$ cat config.mk
export PLATFORM = sky130hd
export DESIGN_NAME = ubx_frame_parser
export DESIGN_NICKNAME = d
export VERILOG_FILES = /design/src/hw/rtl/ubxfp_pkg.sv /design/src/hw/rtl/ubx_frame_parser.sv
export SDC_FILE = /design/constraint.sdc
export NUM_CORES = 1
export LEC_CHECK = 0
export ABC_AREA = 1
export BUFFER_PORTS_ARGS = -buffer_cell sky130_fd_sc_hd__buf_2
export CORE_MARGIN = 10
export CORE_UTILIZATION = 25
export DETAILED_ROUTE_END_ITERATION = 16
export MAX_ROUTING_LAYER = met4
export PLACE_DENSITY = 0.47
export RECOVER_POWER = 25
export SETUP_SLACK_MARGIN = 0.1
export SYNTH_ARGS = -nofsm -noshare
export SYNTH_HDL_FRONTEND = slang
export SYNTH_SLANG_ARGS = --single-unit
$ cat constraint.sdc
create_clock -name clk -period 3.1 [get_ports clk]
set_input_delay 0.465 -clock clk [delete_from_list [all_inputs] [get_ports clk]]
set_output_delay 0.465 -clock clk [all_outputs]
set_load 0.05 [all_outputs]
$ cat src/hw/rtl/ubxfp_pkg.sv
`timescale 1ns / 1ps

package ubxfp_pkg;

    localparam logic [7:0] SYNC_FIRST  = 8'hB5;
    localparam logic [7:0] SYNC_SECOND = 8'h62;

    localparam logic [7:0]  RST_WANTED_CLASS = 8'h01;
    localparam logic [7:0]  RST_WANTED_ID    = 8'h07;
    localparam logic [15:0] RST_MAX_PAYLOAD  = 16'd92;

    // configuration register indexes
    typedef enum logic [1:0] {
        REG_WANTED_CLASS = 2'd0,
        REG_WANTED_ID    = 2'd1,
        REG_MAX_PAYLOAD  = 2'd2
    } reg_index_t;

    // deframer phases
    typedef enum logic [3:0] {
        PH_SYNC1       = 4'd0,
        PH_SYNC2       = 4'd1,
        PH_CLASS       = 4'd2,
        PH_ID          = 4'd3,
        PH_LEN_LO      = 4'd4,
        PH_LEN_HI      = 4'd5,
        PH_PAYLOAD     = 4'd6,
        PH_CK_A        = 4'd7,
        PH_CK_B        = 4'd8,
        PH_SKIP_ID     = 4'd9,
        PH_SKIP_LEN_LO = 4'd10,
        PH_SKIP_LEN_HI = 4'd11
    } phase_t;

    // result kinds
    typedef enum logic [1:0] {
        KIND_PAYLOAD  = 2'd0,
        KIND_GOOD     = 2'd1,
        KIND_CK_FAIL  = 2'd2,
        KIND_TOO_LONG = 2'd3
    } kind_t;

    typedef struct packed {
        logic [15:0] frame_length;
        logic [15:0] offset;
        logic [7:0]  data_byte;
    } result_data_t;

endpackage

$ cat src/hw/rtl/ubx_frame_parser.sv
`timescale 1ns / 1ps

// channel   dir  fields (low bit first)                     accepted when
// --------  ---  -----------------------------------------  -----------------------
// s_axis    in   tdata: rx_byte[7:0]                        s_tvalid && s_tready
// m_axis    out  tdata: data_byte, offset, frame_length;    m_tvalid && m_tready
//                tuser: kind[1:0]
// cfg       in   cfg_index selects register, cfg_wdata      cfg_wr_en
//
// one byte per cycle sustained while the receiver takes results; a request waits in the input register,
// then one pass of phase logic and the fletcher adders loads the result register;
// a result shows on m_tdata once its byte has passed the input register and then the result register
// rst_n (async, active low) returns to sync hunting and restores register defaults
// the input register stalls only while it holds a byte and the result register
// holds a result that the receiver has not taken
module ubx_frame_parser
(
    input  logic        clk,
    input  logic        rst_n,
    // configuration
    input  logic        cfg_wr_en,
    input  logic [1:0]  cfg_index,
    input  logic [15:0] cfg_wdata,
    // received bytes
    input  logic        s_tvalid,
    output logic        s_tready,
    input  logic [7:0]  s_tdata,   // rx_byte[7:0]
    // results
    output logic        m_tvalid,
    input  logic        m_tready,
    output logic [39:0] m_tdata,   // data_byte[7:0], offset[23:8], frame_length[39:24]
    output logic [1:0]  m_tuser    // kind[1:0]
);
    import ubxfp_pkg::*;

    // configuration registers
    logic [7:0]  wanted_class_reg;
    logic [7:0]  wanted_id_reg;
    logic [15:0] max_payload_reg;

    // input register
    logic        in_valid_reg;
    logic [7:0]  in_byte_reg;

    // deframer state
    phase_t      phase_reg, phase_next;
    logic [15:0] byte_count_reg, byte_count_next;
    logic [15:0] length_word_reg, length_word_next;
    logic [7:0]  sum_a_reg, sum_a_next;
    logic [7:0]  sum_b_reg, sum_b_next;
    logic [7:0]  got_ck_a_reg, got_ck_a_next;

    // result register
    logic         out_valid_reg;
    kind_t        out_kind_reg;
    result_data_t out_data_reg;

    // per-byte result
    logic         emit;
    kind_t        emit_kind;
    result_data_t emit_data;

    logic        advance;
    logic [7:0]  b;
    logic [15:0] len_full;
    logic [15:0] count_inc;
    logic [7:0]  acc_a;
    logic [7:0]  acc_b;

    assign b         = in_byte_reg;
    assign len_full  = {b, length_word_reg[7:0]};
    assign count_inc = byte_count_reg + 16'd1;
    // running fletcher step on the held byte
    assign acc_a     = sum_a_reg + b;
    assign acc_b     = sum_b_reg + acc_a;

    // the held byte moves on when the result register can take what it yields
    assign advance  = in_valid_reg && (!out_valid_reg || m_tready);
    assign s_tready = !in_valid_reg || advance;

    assign m_tvalid = out_valid_reg;
    assign m_tdata  = out_data_reg;
    assign m_tuser  = out_kind_reg;

    // configuration writes, index beyond the list ignored
    always_ff @(posedge clk or negedge rst_n)
    begin
        if (!rst_n)
        begin
            wanted_class_reg <= RST_WANTED_CLASS;
            wanted_id_reg    <= RST_WANTED_ID;
            max_payload_reg  <= RST_MAX_PAYLOAD;
        end
        else if (cfg_wr_en)
        begin
            case (cfg_index)
                REG_WANTED_CLASS: wanted_class_reg <= cfg_wdata[7:0];
                REG_WANTED_ID:    wanted_id_reg    <= cfg_wdata[7:0];
                REG_MAX_PAYLOAD:  max_payload_reg  <= cfg_wdata;
                default:          ;
            endcase
        end
    end

    // input register
    always_ff @(posedge clk or negedge rst_n)
    begin
        if (!rst_n)
        begin
            in_valid_reg <= 1'b0;
        end
        else if (s_tready)
        begin
            in_valid_reg <= s_tvalid;
        end
    end

    always_ff @(posedge clk)
    begin
        if (s_tvalid && s_tready)
        begin
            in_byte_reg <= s_tdata;
        end
    end

    // next phase
    always_comb
    begin
        phase_next = phase_reg;
        unique case (phase_reg)
            PH_SYNC1:
            begin
                if (b == SYNC_FIRST)
                    phase_next = PH_SYNC2;
            end
            PH_SYNC2:
            begin
                if (b == SYNC_SECOND)
                    phase_next = PH_CLASS;
                else if (b != SYNC_FIRST)
                    phase_next = PH_SYNC1;
            end
            PH_CLASS:       phase_next = (b == wanted_class_reg) ? PH_ID : PH_SKIP_ID;
            PH_ID:          phase_next = (b == wanted_id_reg) ? PH_LEN_LO : PH_SKIP_LEN_LO;
            PH_LEN_LO:      phase_next = PH_LEN_HI;
            PH_LEN_HI:
            begin
                if (len_full > max_payload_reg)
                    phase_next = PH_SYNC1;
                else if (len_full == 16'd0)
                    phase_next = PH_CK_A;
                else
                    phase_next = PH_PAYLOAD;
            end
            PH_PAYLOAD:
            begin
                if (count_inc == length_word_reg)
                    phase_next = PH_CK_A;
            end
            PH_CK_A:        phase_next = PH_CK_B;
            PH_CK_B:        phase_next = PH_SYNC1;
            PH_SKIP_ID:     phase_next = PH_SKIP_LEN_LO;
            PH_SKIP_LEN_LO: phase_next = PH_SKIP_LEN_HI;
            PH_SKIP_LEN_HI: phase_next = PH_SYNC1;
            default:        phase_next = PH_SYNC1;
        endcase
    end

    // datapath and result
    always_comb
    begin
        byte_count_next  = byte_count_reg;
        length_word_next = length_word_reg;
        sum_a_next       = sum_a_reg;
        sum_b_next       = sum_b_reg;
        got_ck_a_next    = got_ck_a_reg;
        emit             = 1'b0;
        emit_kind        = KIND_PAYLOAD;
        emit_data        = '0;
        unique case (phase_reg)
            PH_CLASS:
            begin
                // sums restart at the class byte
                sum_a_next = b;
                sum_b_next = b;
            end
            PH_ID:
            begin
                sum_a_next = acc_a;
                sum_b_next = acc_b;
            end
            PH_LEN_LO:
            begin
                sum_a_next       = acc_a;
                sum_b_next       = acc_b;
                length_word_next = {8'h00, b};
            end
            PH_LEN_HI:
            begin
                sum_a_next       = acc_a;
                sum_b_next       = acc_b;
                length_word_next = len_full;
                byte_count_next  = 16'd0;
                if (len_full > max_payload_reg)
                begin
                    emit                   = 1'b1;
                    emit_kind              = KIND_TOO_LONG;
                    emit_data.frame_length = len_full;
                end
            end
            PH_PAYLOAD:
            begin
                sum_a_next          = acc_a;
                sum_b_next          = acc_b;
                byte_count_next     = count_inc;
                emit                = 1'b1;
                emit_kind           = KIND_PAYLOAD;
                emit_data.data_byte = b;
                emit_data.offset    = byte_count_reg;
            end
            PH_CK_A:
            begin
                got_ck_a_next = b;
            end
            PH_CK_B:
            begin
                emit                   = 1'b1;
                emit_kind              = (got_ck_a_reg == sum_a_reg && b == sum_b_reg)
                                         ? KIND_GOOD : KIND_CK_FAIL;
                emit_data.frame_length = length_word_reg;
            end
            PH_SYNC1, PH_SYNC2, PH_SKIP_ID, PH_SKIP_LEN_LO, PH_SKIP_LEN_HI:
            begin
            end
            default:
            begin
                // unused phase code
                byte_count_next = 16'd0;
            end
        endcase
    end

    // deframer state
    always_ff @(posedge clk or negedge rst_n)
    begin
        if (!rst_n)
        begin
            phase_reg       <= PH_SYNC1;
            byte_count_reg  <= '0;
            length_word_reg <= '0;
            sum_a_reg       <= '0;
            sum_b_reg       <= '0;
            got_ck_a_reg    <= '0;
        end
        else if (advance)
        begin
            phase_reg       <= phase_next;
            byte_count_reg  <= byte_count_next;
            length_word_reg <= length_word_next;
            sum_a_reg       <= sum_a_next;
            sum_b_reg       <= sum_b_next;
            got_ck_a_reg    <= got_ck_a_next;
        end
    end

    // result register
    always_ff @(posedge clk or negedge rst_n)
    begin
        if (!rst_n)
        begin
            out_valid_reg <= 1'b0;
        end
        else if (advance && emit)
        begin
            out_valid_reg <= 1'b1;
        end
        else if (m_tready)
        begin
            out_valid_reg <= 1'b0;
        end
    end

    always_ff @(posedge clk)
    begin
        if (advance && emit)
        begin
            out_kind_reg <= emit_kind;
            out_data_reg <= emit_data;
        end
    end

    // a payload byte always yields a result in the next cycle
    assert property (@(posedge clk) disable iff (!rst_n)
        (advance && phase_reg == PH_PAYLOAD) |=> m_tvalid)
        else $error("payload byte produced no result");

    // inside the payload the count stays below the frame length
    assert property (@(posedge clk) disable iff (!rst_n)
        (phase_reg == PH_PAYLOAD) |-> (byte_count_reg < length_word_reg))
        else $error("payload count ran past frame length");

    // closing results carry no byte or offset
    assert property (@(posedge clk) disable iff (!rst_n)
        (m_tvalid && m_tuser != KIND_PAYLOAD) |-> (m_tdata[23:0] == 24'd0))
        else $error("closing result carries payload fields");

    // back-pressure only while a byte is held
    assert property (@(posedge clk) disable iff (!rst_n)
        !s_tready |-> (in_valid_reg && out_valid_reg))
        else $error("input stalled with nothing held");

endmodule
Yosys cells after proc, flatten, opt, wreduce, memory -nomap -nowiden
Index checks and enable logic that the tools add are counted.
{ "op_classes": {"n_addsub": 3, "multipliers": 0, "div": 0, "order_cmp": 1, "n_eq_ne": 24, "shifts": 0, "mux": 22, "bitwise_logic": 2, "n_reduce_logical": 26} }
{ "op_table": {"columns": ["cell", "n"], "rows": [
  ["16-bit case mux with 2 select lines", 3],
  ["4-bit case mux with 10 select lines", 1],
  ["8-bit == test", 4],
  ["8-bit case mux with 2 select lines", 2],
  ["4-bit 2-to-1 mux", 6],
  ["16-bit by 1-bit adder with 16-bit output (second input constant)", 1],
  ["8-bit adder", 2],
  ["16-bit == test", 1],
  ["4-bit by 3-bit == test with 1-bit output (second input constant)", 4],
  ["4-bit == test (second input constant)", 4],
  ["16-bit > comparator", 1],
  ["16-bit logical NOT", 1],
  ["16-bit 2-to-1 mux", 1],
  ["2-bit AND reduction", 7],
  ["10-bit OR reduction", 1],
  ["4-bit by 2-bit == test with 1-bit output (second input constant)", 2],
  ["8-bit by 7-bit == test with 1-bit output (second input constant)", 1],
  ["8-bit == test (second input constant)", 1],
  ["8-bit inequality test (second input constant)", 1],
  ["2-bit nonzero test", 3],
  ["4-bit by 1-bit == test with 1-bit output (second input constant)", 1],
  ["1-bit logical AND", 4],
  ["4-bit logical NOT", 1],
  ["1-bit 2-to-1 mux", 4],
  ["other kinds (16)", 21]
]} }
{ "totals": {"ff_bits": 144, "latch_bits": 0, "ram_bits": 0, "romBits": 0, "input_bits": 31, "out_inout_bits": 44, "elab_cells": 95, "mem_count": 0} }

Depth between registers and ports, before layout
{ "depth": {"ltp_word": 5, "depth_mapped": 18, "mapped_depth_nobuf": 18} }

Worst setup path before layout
Ideal clock, no wire load.
{ "synth_path": {"path_type": "register -> register", "from": "register in_byte_reg[1] (netlist: b[1])", "to": "register sum_b_reg[7]", "setup_ns": 0.077, "arrival_ns": 2.762, "t_required_ns": 3.023, "path_slack_ns": 0.261, "path_stages_with_launch": 19, "path_buffers": 1, "period_less_slack_ns": 2.839, "path_cell_list": "edfxtp_1 -> buf_2 -> inv_1 -> fa_1 -> inv_1 -> a31oi_1 -> or2_2 -> nand2_1 -> nand2_1 -> nand2_1 -> xor2_1 -> ha_1 -> a21oi_1 -> o21ai_0 -> a31oi_1 -> inv_1 -> nand2_1 -> nand3_1 -> a21oi_1"} }
{ "synth_between": {"elab_chain_cells": 3} }
{ "synth_rtl": {"columns": ["element", "line_no", "rtl"], "rows": [
  ["from (decl)", "ubx_frame_parser.sv:43", "logic [7:0] in_byte_reg;"],
  ["from (signal assigned)", "ubx_frame_parser.sv:122", "in_byte_reg <= s_tdata;"],
  ["8-bit adder", "ubx_frame_parser.sv:74", "assign acc_a = sum_a_reg + b;"],
  ["8-bit adder", "ubx_frame_parser.sv:75", "assign acc_b = sum_b_reg + acc_a;"],
  ["8-bit case mux with 2 select lines", "ubx_frame_parser.sv:180", "unique case (phase_reg)"],
  ["to (signal assigned)", "ubx_frame_parser.sv:261", "sum_b_reg <= sum_b_next;"],
  ["to (decl)", "ubx_frame_parser.sv:50", "logic [7:0] sum_b_reg, sum_b_next;"]
]} }
No other way between the ends.
A chain may end at the register's enable or synchronous reset.

Worst setup path in the final report
{ "layout_path": {"from": "register sum_a_reg[0]", "to": "register sum_b_reg[7]"} }
{ "layout_between": {"elab_chain_cells": 3} }
{ "layout_rtl": {"columns": ["element", "line_no", "rtl"], "rows": [
  ["from (decl)", "ubx_frame_parser.sv:49", "logic [7:0] sum_a_reg, sum_a_next;"],
  ["from (signal assigned)", "ubx_frame_parser.sv:260", "sum_a_reg <= sum_a_next;"],
  ["8-bit adder", "ubx_frame_parser.sv:74", null],
  ["8-bit adder", "ubx_frame_parser.sv:75", null],
  ["8-bit case mux with 2 select lines", "ubx_frame_parser.sv:180", null]
]} }
No other way between the ends.

==> results.txt <==
The tools report the hold violation total from the final report as 0. The cell depth of the worst flop-to-flop path works out to 18. Among cell families on the critical path, the largest total delay comes from adder cells. After filler insertion, the fill cell instance count of the layout stands at 3320. The number of antenna violations at the first check in global routing was 0; the relative slew slack was -72.3%. The async set-or-reset flop fraction in the synthesized netlist was 65.3%. The clock period minus final worst setup slack was 2.81 ns.

The checks that failed: capacitance limit, slew limit. The die width is 197 um. The final routed wirelength across all metal layers came out at 22700 um. The startpoint identified for the worst register-to-register timing path is sum_a_reg[0].

The leakage power total was 4.71 nW. The global-route wire length before repair is 36700 um. The Yosys step of the flow raised 0 warnings. The die is 197 um tall. Class of the most critical hold timing path: in2reg. Across the VDD grid, the largest voltage drop is 0.000343 V.

The worst setup path is launched from a flop. Of the synthesized area, sequential elements account for 49.4%. For this run, the slowest stage of the critical path takes 0.37 ns. Synthesis produced a netlist with a net count of 972.

At the later pin of the worst-skew pair, clock insertion delay measures 0.43 ns. The synthesized design spends more area on one cell type than any other, namely sky130_fd_sc_hd__dfrtp_1. The maximum buffer depth of the clock tree was 2; the via count of the first global-routing pass was 6412. The worst setup path is captured at a flop. The net count reported at finish came out at 1063.

The detail route stage leaves a number of antenna-violating nets equal to 0. Traced cell by cell, the critical path runs through ha_2, inv_1, fa_2, inv_2, a31oi_2, or2_4, nand2_1, nand2_1, nand2_2, xor2_4, ha_4, a21oi_2, o21ai_1, a31oi_2, inv_1, nand2_2, nand3_2, a21oi_2. The arrival time reported for the critical path endpoint is 3.17 ns, and the total via count after detailed routing is 6407. The relative area change from synthesis to final layout works out to 20.6%. The endpoint identified for the worst register-to-register timing path is sum_b_reg[7].

The congestion estimate from routability-driven global placement came to 0.904. The run gives 0 as the final antenna diode count. In this run the tool buffered the top-level ports with 74 buffer cells. The run finished, with violations left. The number of library cell types mapped by synthesis was 42. The capture point of the critical path was sum_b_reg[7].

Dividing the detail-routed wire length by the instance count gives 16.2 um. The largest driver fanout on the critical path was 4; the final setup TNS was 0 ns. The clock net in this run drives a total of 144 sinks.

Counting flops with a built-in enable in the synthesized netlist gives 50. The pin count of the biggest net entering global routing is 54. Final worst clock skew: 0.0142 ns. For the number of failing setup endpoints in the final timing report, the log shows 0. For this block, the initial DRC count from the detailed router was 483. The critical path starts at sum_a_reg[0]. The tools report the root buffer cell as sky130_fd_sc_hd__clkbuf_16. TritonCTS built the clock tree.

The top-area cell type share of the netlist area came out at 27.5%. Together, buffers and inverters on the worst path number 3. The core outline area came out at 30700 sq um. After clock tree synthesis, the clock-pin slew on the worst setup and hold paths is 0.06 ns. The run gives 1 as the max-capacitance violation count. The slowest stage cell on the critical path is sky130_fd_sc_hd__dfrtp_1. The area of the die is 38800 sq um, and the total global-route track usage is 12.4%. For the initial cell density of the core, the log shows 25.5%. In the final layout, the share of cells above drive strength 1 is 18.8%. Yosys attributes the largest share of cell area to sky130_fd_sc_hd__dfrtp_1 (27%), sky130_fd_sc_hd__edfxtp_1 (19%), sky130_fd_sc_hd__nand2_1 (10%). Synthesis inferred 144 register bits. STA puts the critical path data required time at 3.46 ns. The run gives 5.87 mW as the total power. The tools report the netlist area before placement as 7830 sq um. The run gives 16900 um as the HPWL after detailed placement. In the synthesized netlist the dominant register cell turns out to be sky130_fd_sc_hd__dfrtp_1.

The power density over cell area came out at 622 nW/um^2. The total count of max-transition violations in the final report was 42; the number of buffers inserted during clock tree synthesis was 17. For this run, design rule violations remaining after detail routing come to 0. Top-level port count: 75. Global routing finished with a remaining overflow of 0.

After floorplanning, the core was divided into 64 placement rows. After layout, the worst path uses 90.6% of the clock period. Setup repair after global routing could not meet its margin everywhere.

The detailed-routing iteration count for the pre-antenna-repair pass was 7. Leaving out fill and tap cells, the most frequent cells in the layout are sky130_fd_sc_hd__nand2_1 (208), sky130_fd_sc_hd__inv_1 (105), sky130_fd_sc_hd__nor2_1 (97), sky130_fd_sc_hd__dfrtp_1 (86), sky130_fd_sc_hd__buf_2 (71). The number of flip-flops in the largest register was 40. The setup path with the least slack is of type reg2reg. The H-tree was split into 4 levels.

The number of vias per cell after detailed routing was 4.55. The actual slew at the worst max-slew pin was 2.58 ns; the worst reg-to-reg setup slack was 0.29 ns. The synthesized area per cell was 8.62 sq um. The library cell used most frequently in the layout, excluding fill and tap cells, is sky130_fd_sc_hd__nand2_1. For this run, the top clock speed supported by timing is 356 MHz.

The total stage count of the critical path is 18. The count of mapped cells out of synthesis came out at 908.
## synth_stat cells, types with 5 or more instances
cell type and number:
sky130_fd_sc_hd__ha_1 31, sky130_fd_sc_hd__a22oi_1 5, sky130_fd_sc_hd__dfstp_2 8, sky130_fd_sc_hd__o21ai_0 58
sky130_fd_sc_hd__a31oi_1 9, sky130_fd_sc_hd__nor2_4 8, sky130_fd_sc_hd__nor2_1 97, sky130_fd_sc_hd__nand3_2 5
sky130_fd_sc_hd__nand2_2 7, sky130_fd_sc_hd__inv_2 5, sky130_fd_sc_hd__or2_2 9, sky130_fd_sc_hd__dfrtp_1 86
sky130_fd_sc_hd__xor2_1 13, sky130_fd_sc_hd__nand4_1 17, sky130_fd_sc_hd__a21oi_1 44, sky130_fd_sc_hd__nand2_1 210
sky130_fd_sc_hd__xnor2_1 13, sky130_fd_sc_hd__inv_1 107, sky130_fd_sc_hd__edfxtp_1 50, sky130_fd_sc_hd__buf_2 11
sky130_fd_sc_hd__nand3_1 40, sky130_fd_sc_hd__nor4_1 8, sky130_fd_sc_hd__clkbuf_1 13, sky130_fd_sc_hd__o22ai_1 22
## cells by family after synthesis
kind of cell	count (synthesis)	share of synthesized area [%]
buffers and inverters	139	6.94
adder cells (fa/ha/maj)	33	5.47
AO/OA/AOI/OAI	147	10.5
AND/OR/NAND/NOR	416	23.9
flip-flops	144	49.4
XOR/XNOR	29	3.79
## power by group
| group | internal (mW) | switching, mW |
|---|---|---|
| sequential | 2.13 | 0.153 |
| clock | 1.20 | 0.882 |
| combinational | 0.605 | 0.893 |
## cell type report
type / instances / area [sq um] / share of cell area (%)
clock inverter: 14 / 155 / 1.64
inverter: 113 / 424 / 4.49
multi-input combinational: 625 / 3500 / 37.1
tap: 396 / 495 / 5.25
clock buffer: 18 / 429 / 4.55
sequential: 144 / 3860 / 40.9
timing repair buffer: 98 / 568 / 6.02
## per-stage QoR
step,hold slack (ns),area [sq um],utilization [%],cells,worst slack (ns)
global route,0.197,9440,30.7,1408,0.0669
CTS,0.0671,9360,30.4,1405,0.119
detailed placement,0.475,8760,28.5,1373,0.100
floorplan,0.169,7830,-,908,0.261
global placement,0.469,8760,28.5,1373,0.157
finish,0.208,9440,30.7,1408,0.292
## worst register-to-register path, cell delays in order (launching register included)
cell and delay [ns]:
sky130_fd_sc_hd__dfrtp_1 0.37, sky130_fd_sc_hd__ha_2 0.19, sky130_fd_sc_hd__inv_1 0.05, sky130_fd_sc_hd__fa_2 0.36
sky130_fd_sc_hd__inv_2 0.06, sky130_fd_sc_hd__a31oi_2 0.09, sky130_fd_sc_hd__or2_4 0.25, sky130_fd_sc_hd__nand2_1 0.05
sky130_fd_sc_hd__nand2_1 0.05, sky130_fd_sc_hd__nand2_2 0.12, sky130_fd_sc_hd__xor2_4 0.20, sky130_fd_sc_hd__ha_4 0.24
sky130_fd_sc_hd__a21oi_2 0.12, sky130_fd_sc_hd__o21ai_1 0.08, sky130_fd_sc_hd__a31oi_2 0.17, sky130_fd_sc_hd__inv_1 0.07
sky130_fd_sc_hd__nand2_2 0.07, sky130_fd_sc_hd__nand3_2 0.06, sky130_fd_sc_hd__a21oi_2 0.13
## worst min-delay path by stage
stage / from / end / slack [ns] / depth (start not counted)
after floorplan: rst_n / byte_count_reg[0] / 0.17 / 0
after global placement: length_word_reg[15] / length_word_reg[15] / 0.47 / 2
after detailed placement: max_payload_reg[1] / max_payload_reg[1] / 0.47 / 2
after CTS: rst_n / sum_b_reg[7] / 0.07 / 1
after global routing: s_tdata[4] / b[4] / 0.20 / 1
final: s_tdata[6] / b[6] / 0.21 / 1
## repair_timing
| item | in CTS | in global routing |
|---|---|---|
| buffers inserted | 0 | 3 |
| resized for setup | 1 | 15 |
| hold buffers | 0 | 0 |
| pin swaps | 0 | 5 |
| setup endpoints to repair | 1 | 1 |
## layer usage
| metal | GRT usage, % | up-vias | routed length [um] | part of all wire, % |
|---|---|---|---|---|
| li1 | - | 3188 | - | - |
| met5 | - | - | 0 | 0 |
| met2 | 18.8 | 165 | 10600 | 46 |
| met4 | 3.45 | 0 | 316 | 1.4 |
| met3 | 2.39 | 21 | 1070 | 4.7 |
| met1 | 16.5 | 3033 | 10800 | 47 |
(Power assumes the default switching activity.)
